<file path="src/rtl/sorted_list_insert_remove_defines.svh">
// ----------------------------------------------------------------------------
// Sorted list assertion macros
// Shared property forms for the sorted list block.
// ----------------------------------------------------------------------------
`ifndef SORTED_LIST_INSERT_REMOVE_DEFINES_SVH
`define SORTED_LIST_INSERT_REMOVE_DEFINES_SVH

// same-cycle implication, disabled in reset
`define SLI_ASSERT_NOW(lbl, clk_i, rstn_i, ante, cons) \
	lbl: assert property (@(posedge clk_i) disable iff (!rstn_i) (ante) |-> (cons)) \
		else $error("sorted list: same-cycle check failed");

// next-cycle implication, disabled in reset
`define SLI_ASSERT_NEXT(lbl, clk_i, rstn_i, ante, cons) \
	lbl: assert property (@(posedge clk_i) disable iff (!rstn_i) (ante) |=> (cons)) \
		else $error("sorted list: next-cycle check failed");

`endif

</file>
<file path="src/rtl/sli_pkg.sv">
// ----------------------------------------------------------------------------
// Sorted list package
// Command codes and compare result type for the sorted list block.
// ----------------------------------------------------------------------------
`timescale 1ns / 1ps
`default_nettype none

package sli_pkg;

	typedef enum logic [1:0] {
		CMD_INSERT = 2'd0,
		CMD_REMOVE = 2'd1,
		CMD_FIND   = 2'd2
	} cmd_t;

	localparam int unsigned VALUE_W = 32;
	localparam int unsigned FIELD_W = 5;

	typedef struct packed {
		logic precedes;
		logic equal;
	} cmp_res_t;

endpackage

`default_nettype wire

</file>
<file path="src/rtl/sli_cmp.sv">
// ----------------------------------------------------------------------------
// Sorted list compare unit
// Signed order and equality test of one stored entry against the key.
// ----------------------------------------------------------------------------
`timescale 1ns / 1ps
`default_nettype none

module sli_cmp
	import sli_pkg::*;
(
	input  wire logic               descending,
	input  wire logic [VALUE_W-1:0] entry,
	input  wire logic [VALUE_W-1:0] key,
	output cmp_res_t                res
);

	logic less;
	logic greater;

	assign less    = $signed(entry) < $signed(key);
	assign greater = $signed(entry) > $signed(key);

	assign res.precedes = descending ? greater : less;
	assign res.equal    = (entry == key);

endmodule

`default_nettype wire

</file>
<file path="src/rtl/sorted_list_insert_remove.sv">
// ----------------------------------------------------------------------------
// Sorted list insert / remove
// Bounded list of distinct signed values kept in ascending or descending
// order; insert, remove and find commands with one result each.
// ----------------------------------------------------------------------------
//  channel   handshake               payload
//  command   start, busy             cmd, value
//  result    done (one-cycle strobe) ok, present, position, count
//  config    cfg_valid, cfg_ready    cfg_data (order: 0 ascending, 1 descending)
//
//  busy holds while the search reads and compares the entries in order, up to
//  the first one not ordered before the value or past the last one; when an
//  insert or remove changes the list, each entry shifted is read and then
//  written, and a last step updates the count (an insert writes the value).
//  The entry memory serves one read or one write at a time; one compare unit.
//  Reset clears the entry count and order; entries need no clearing.
//  done pulses for one cycle as busy falls; the receiver cannot stall.
// ----------------------------------------------------------------------------
`timescale 1ns / 1ps
`default_nettype none

`include "sorted_list_insert_remove_defines.svh"

module sorted_list_insert_remove
	import sli_pkg::*;
#(
	parameter int unsigned CAPACITY = 16
) (
	input  wire logic               clk,
	input  wire logic               arst_n,
	input  wire logic               start,
	output logic                    busy,
	input  wire logic [1:0]         cmd,
	input  wire logic [VALUE_W-1:0] value,
	output logic                    done,
	output logic                    ok,
	output logic                    present,
	output logic [FIELD_W-1:0]      position,
	output logic [FIELD_W-1:0]      count,
	input  wire logic               cfg_valid,
	output logic                    cfg_ready,
	input  wire logic               cfg_data
);

	localparam int unsigned CNT_W = $clog2(CAPACITY + 1);
	localparam int unsigned IDX_W = (CAPACITY > 1) ? $clog2(CAPACITY) : 1;

	typedef enum logic [2:0] {
		S_IDLE,
		S_SCAN,
		S_CMP,
		S_DECIDE,
		S_INS,
		S_INS_WR,
		S_REM,
		S_REM_WR
	} state_t;

	state_t               state_q;
	logic [1:0]           cmd_q;
	logic [VALUE_W-1:0]   value_q;
	logic                 order_q;
	logic [CNT_W-1:0]     count_q;
	logic [CNT_W-1:0]     ptr_q;
	logic [CNT_W-1:0]     pos_q;
	logic                 found_q;
	logic                 ok_q;
	logic                 done_q;

	logic [VALUE_W-1:0]   mem_q [CAPACITY];
	logic [VALUE_W-1:0]   rd_data_q;

	logic                 rd_en;
	logic [IDX_W-1:0]     rd_addr;
	logic                 wr_en;
	logic [IDX_W-1:0]     wr_addr;
	logic [VALUE_W-1:0]   wr_data;

	logic                 scan_more;
	logic                 ins_more;
	logic                 rem_more;
	logic                 has_room;
	logic [CNT_W-1:0]     ptr_dec;
	logic [CNT_W:0]       ptr_inc;
	cmp_res_t             cmp_res;
	logic [31:0]          pos_wide;
	logic [31:0]          cnt_wide;

	sli_cmp u_cmp (
		.descending (order_q),
		.entry      (rd_data_q),
		.key        (value_q),
		.res        (cmp_res)
	);

	assign ptr_dec   = ptr_q - CNT_W'(1);
	assign ptr_inc   = {1'b0, ptr_q} + (CNT_W + 1)'(1);
	assign scan_more = ptr_q < count_q;
	assign ins_more  = ptr_q > pos_q;
	assign rem_more  = ptr_inc < {1'b0, count_q};
	assign has_room  = count_q < CNT_W'(CAPACITY);

	always_comb begin
		rd_en   = 1'b0;
		rd_addr = ptr_q[IDX_W-1:0];
		wr_en   = 1'b0;
		wr_addr = ptr_q[IDX_W-1:0];
		wr_data = rd_data_q;
		case (state_q)
			S_SCAN: begin
				rd_en = scan_more;
			end
			S_INS: begin
				if (ins_more) begin
					rd_en   = 1'b1;
					rd_addr = ptr_dec[IDX_W-1:0];
				end else begin
					wr_en   = 1'b1;
					wr_addr = pos_q[IDX_W-1:0];
					wr_data = value_q;
				end
			end
			S_INS_WR, S_REM_WR: begin
				wr_en = 1'b1;
			end
			S_REM: begin
				rd_en   = rem_more;
				rd_addr = ptr_inc[IDX_W-1:0];
			end
			default: begin
				rd_en = 1'b0;
			end
		endcase
	end

	always_ff @(posedge clk) begin
		if (wr_en) begin
			mem_q[wr_addr] <= wr_data;
		end
		if (rd_en) begin
			rd_data_q <= mem_q[rd_addr];
		end
	end

	always_ff @(posedge clk or negedge arst_n) begin
		if (!arst_n) begin
			state_q <= S_IDLE;
			order_q <= 1'b0;
			count_q <= '0;
			done_q  <= 1'b0;
			ok_q    <= 1'b0;
			found_q <= 1'b0;
			ptr_q   <= '0;
			pos_q   <= '0;
			cmd_q   <= '0;
			value_q <= '0;
		end else begin
			done_q <= 1'b0;
			if (cfg_valid && cfg_ready) begin
				order_q <= cfg_data;
			end
			case (state_q)
				S_IDLE: begin
					if (start) begin
						cmd_q   <= cmd;
						value_q <= value;
						ptr_q   <= '0;
						state_q <= S_SCAN;
					end
				end
				S_SCAN: begin
					if (scan_more) begin
						state_q <= S_CMP;
					end else begin
						found_q <= 1'b0;
						pos_q   <= ptr_q;
						state_q <= S_DECIDE;
					end
				end
				S_CMP: begin
					if (cmp_res.precedes) begin
						ptr_q   <= ptr_inc[CNT_W-1:0];
						state_q <= S_SCAN;
					end else begin
						found_q <= cmp_res.equal;
						pos_q   <= ptr_q;
						state_q <= S_DECIDE;
					end
				end
				S_DECIDE: begin
					case (cmd_q)
						CMD_INSERT: begin
							ok_q <= has_room;
							if (has_room && !found_q) begin
								ptr_q   <= count_q;
								state_q <= S_INS;
							end else begin
								done_q  <= 1'b1;
								state_q <= S_IDLE;
							end
						end
						CMD_REMOVE: begin
							ok_q <= found_q;
							if (found_q) begin
								ptr_q   <= pos_q;
								state_q <= S_REM;
							end else begin
								done_q  <= 1'b1;
								state_q <= S_IDLE;
							end
						end
						default: begin
							ok_q    <= found_q;
							done_q  <= 1'b1;
							state_q <= S_IDLE;
						end
					endcase
				end
				S_INS: begin
					if (ins_more) begin
						state_q <= S_INS_WR;
					end else begin
						count_q <= count_q + CNT_W'(1);
						done_q  <= 1'b1;
						state_q <= S_IDLE;
					end
				end
				S_INS_WR: begin
					ptr_q   <= ptr_dec;
					state_q <= S_INS;
				end
				S_REM: begin
					if (rem_more) begin
						state_q <= S_REM_WR;
					end else begin
						count_q <= count_q - CNT_W'(1);
						done_q  <= 1'b1;
						state_q <= S_IDLE;
					end
				end
				S_REM_WR: begin
					ptr_q   <= ptr_inc[CNT_W-1:0];
					state_q <= S_REM;
				end
				default: begin
					state_q <= S_IDLE;
				end
			endcase
		end
	end

	assign pos_wide = 32'(pos_q);
	assign cnt_wide = 32'(count_q);

	assign busy      = (state_q != S_IDLE);
	assign cfg_ready = (state_q == S_IDLE);
	assign done      = done_q;
	assign ok        = ok_q;
	assign present   = found_q;
	assign position  = pos_wide[FIELD_W-1:0];
	assign count     = cnt_wide[FIELD_W-1:0];

	`SLI_ASSERT_NOW(a_count_bound, clk, arst_n, 1'b1, count_q <= CNT_W'(CAPACITY))
	`SLI_ASSERT_NOW(a_done_idle, clk, arst_n, done_q, state_q == S_IDLE)
	`SLI_ASSERT_NEXT(a_start_busy, clk, arst_n, start && !busy, busy && !done_q)
	`SLI_ASSERT_NOW(a_count_on_done, clk, arst_n, !$stable(count_q), done_q && ok_q)

endmodule

`default_nettype wire
</file>
<file path="config.mk">
export PLATFORM = sky130hd
export DESIGN_NAME = sorted_list_insert_remove
export DESIGN_NICKNAME = d
export VERILOG_FILES = /design/src/rtl/sli_pkg.sv /design/src/rtl/sli_cmp.sv /design/src/rtl/sorted_list_insert_remove.sv
export VERILOG_INCLUDE_DIRS = /design/src /design/src/rtl
export SDC_FILE = /design/constraint.sdc
export NUM_CORES = 1
export LEC_CHECK = 0
export BUFFER_PORTS_ARGS = -buffer_cell sky130_fd_sc_hd__buf_2
export CAP_MARGIN = 20
export CORE_ASPECT_RATIO = 1.4
export CORE_MARGIN = 2
export CORE_UTILIZATION = 30
export CTS_CLUSTER_DIAMETER = 50
export DETAILED_ROUTE_END_ITERATION = 10
export PLACE_DENSITY = 0.4
export SLEW_MARGIN = 20
export SYNTH_ARGS = -nofsm -noshare
export SYNTH_HDL_FRONTEND = slang
export SYNTH_HIERARCHICAL = 1
export SYNTH_SLANG_ARGS = --single-unit
</file>
<file path="constraint.sdc">
create_clock -name clk -period 7 [get_ports clk]
set_clock_uncertainty 0.05 [all_clocks]
set_input_delay 0.7 -clock clk [delete_from_list [all_inputs] [get_ports clk]]
set_output_delay 0.7 -clock clk [all_outputs]
set_load 0.005 [all_outputs]
</file>
==> summary.txt <==
Run status
  – Status: finished clean

Clock tree
  – Post-CTS Setup Bufs: 0
  – Worst-path clk slew: 0.06 ns
  – H-tree lvl count: 3
  – Max clock buf depth: 3
  – CTS Hold Bufs: 0
  – Skew-Pair Late Insertion Delay: 0.61 ns
  – Clock sinks: 600
  – # resized after CTS: 0
  – CTS root buf: clkbuf_16
  – CTS tree: done
  – Num CTS Buffers: 73

Power and ir drop
  – Final Power: 15.00 mW
  – PD cells: 504.1 nW/um^2
  – Peak VDD IR: 751.7 uV
  – Leakage: 10.20 nW

Floorplanning
  – DIE WIDTH: 251.6 um
  – Initial Util: 30.18%
  – DIE AREA: 88,240 sq um
  – Core Box Area: 85,330 sq um
  – Num ports: 54
  – Die Y: 350.7 um
  – Core Rows: 127

Drt
  – Via density: 5.040
  – Initial DRC Count: 983
  – TritonRoute pass-1 iters: 5
  – Final WL: 73,740 um
  – Final ANT Viol Nets: 0
  – Via count: 15,030
  – # DRC: 0
  – DR WL/cell: 24.74 um

Global routing
  – Largest net degree at the start of global routing: 131
  – Global route total overflow: 0
  – Initial antenna violation count: 1
  – GRT Total Usage: 16.93%
  – Vias in the first global route: 15,660
  – First-pass GRT wire length: 109,200 um

Layout
  – Layout Utilization: 34.86%
  – Share of layout cells above drive strength 1: 19.52%
  – # fillers: 8,215
  – Fin nets: 1,919
  – Diode count: 0
  – Commonest non-fill, non-tap cells in the layout: 544 x edfxtp_1, 230 x nand2_1, 101 x mux2_2
  – Area added between synthesis and finish: 15.51%
  – Layout Cells excl Fill: 2,981
  – Most common cell after layout, fill and taps aside: edfxtp_1

Timing
  – Min Hold Slack: 0.1893 ns
  – RSZ-0062 raised after global routing: no
  – Tcrit/Tclk final: 61.86%
  – Max Clk Rate: 230.9 MHz
  – Max Transition Viols Final: 0
  – Headroom to the max-slew limit: 29.40%
  – Final Hold Viols: 0
  – Setup TNS: 0 ns
  – Min cycle time layout: 4.330 ns
  – Final setup violation count: 0
  – Worst slew pin tran: 1.054 ns

Worst hold path
  – Hold Path Class: in -> async

Synth
  – Post-Syn Instances: 1,773
  – Distinct cells, synth: 64
  – Post-synth EDFFs: 544
  – Cell area after synthesis: 25,750 sq um
  – Synth Flop Type: edfxtp_1
  – Adder-Cell Fraction of Synth Area: 2.507%
  – Post-synthesis mux area share: 7.020%
  – Register area share after synthesis: 68.87%
  – #FFs+latches synth: 600
  – XOR/XNOR Fraction of Synth Area: 0.4421%
  – Largest family of logic cells by synthesized area: compound AO/OA/AOI/OAI gates
  – Synth Net Count: 1,863
  – FFs w/ async S/R, synth: 9.333%
  – Synth Area in Simple Gates: 8.434%
  – Syn. warnings: 6
  – Post-synthesis compound-gate area fraction: 9.863%
  – Avg Cell Area, Syn: 14.53 sq um

Placed design
  – IO Port Bufs: 53
  – HPWL after DPL: 40,670 um
  – Dpl cells: 2,850
  – GPL Wtd Cong: 0.7641

Worst setup path
  – CP max FO: 110
  – WP data required: 7.42 ns
  – CP Data Arrival Time: 4.75 ns
  – Critical setup path kind: reg -> reg
  – CP Capture Type: register
  – Reg-to-reg slack, setup: 2.67 ns
  – Setup crit start kind: register

Job
  – Max-Cap Viols: 0
-- worst max-delay path, stage by stage (launching register included) --
cell and delay [ns]:
dfrtp_1 0.63, inv_1 0.25, ha_1 0.35, inv_1 0.05
or2_4 0.27, o311ai_1 0.47, or4_4 0.61, buf_12 0.45
nand2_1 0.14, and3_1 0.19, o32ai_1 0.34, a221o_1 0.16
-- Yosys cell counts (all sizes together) (3+ instances only) --
cell	instances	area (sq um)
nand2	233	874.6
a31oi	70	437.9
and3	34	217.7
o21ai	22	110.1
nor2b	4	25.02
o21a	3	22.52
ha	50	625.6
a211oi	95	853.3
buf	49	309.1
and4	3	27.53
xor2	3	26.28
nand3	12	60.06
and2	96	600.6
edfxtp	544	16340
nor4	3	33.78
a221o	33	330.3
dfrtp	56	1401
nor2	45	168.9
clkbuf	59	221.5
nor3	10	50.05
a21o	8	60.06
mux2	101	1137
xnor2	10	87.58
o211ai	3	22.52
o32ai	31	271.5
mux2i	67	670.6
a32oi	4	35.03
nand4	6	37.54
nand2b	4	25.02
inv	55	206.5
a21oi	29	152.7
-- sequential cells by signal, summed over array words and instances (netlist names), 2 cells and up --
register / count
ptr_q: 5
rd_data_q: 32
count: 5
cmd_q: 2
mem_q: 512
state_q: 3
value_q: 32
position: 5
-- final cells by class --
type	instances	area [sq um]	area share, %
clock inverter	40	412.9	1.388
timing repair buffer	89	588.1	1.977
clock buffer	91	1986	6.675
tap	1096	1371	4.610
sequential	600	17740	59.62
multi-input combinational	1010	7447	25.03
inverter	55	206.4	0.6940
-- path summary, 6_finish.rpt --
check	depth (start not counted)	startpoint	end
worst max-delay path	11	ptr_q[0]	rd_data_q[17]
worst min-delay path	1	arst_n	value_q[5]
worst max register to register	11	ptr_q[0]	rd_data_q[17]
worst min register to register	2	ok	ok
max in group asynchronous	1	arst_n	value_q[17]
min in group clk	2	value[28]	value_q[28]
-- power by group --
group	internal (mW)	leakage, nW	total (mW)	switching (mW)
clock	2.25	1.16	3.80	1.55
sequential	4.94	5.59	5.28	0.337
combinational	2.13	3.45	5.93	3.79
-- routing by layer --
| layer | routed length, um | global-route usage, % | vias up |
|---|---|---|---|
| met5 | 0 | 0 | - |
| met4 | 1462 | 4.956 | 0 |
| met3 | 2265 | 2.337 | 88 |
| met2 | 37690 | 29.86 | 277 |
| met1 | 32320 | 21.58 | 7778 |
| li1 | - | - | 6882 |
-- logic make-up after synthesis --
family / count (synthesis)
xor+xnor: 13
simple gates: 456
flops: 600
compound gates: 322
buf+inv: 163
fa+ha+maj: 51
mux: 168
-- stage by stage --
| stage | worst slack (ns) | instance area [sq um] |
|---|---|---|
| 2_1_floorplan | 2.793 | 25750 |
| 3_3_place_gp | 2.734 | 27350 |
| 3_5_place_dp | 2.717 | 27350 |
| 4_1_cts | 2.678 | 29750 |
| 5_1_grt | 2.459 | 29750 |
| 6_report | 2.670 | 29750 |
No activity file was read; power rests on OpenSTA's default activity.
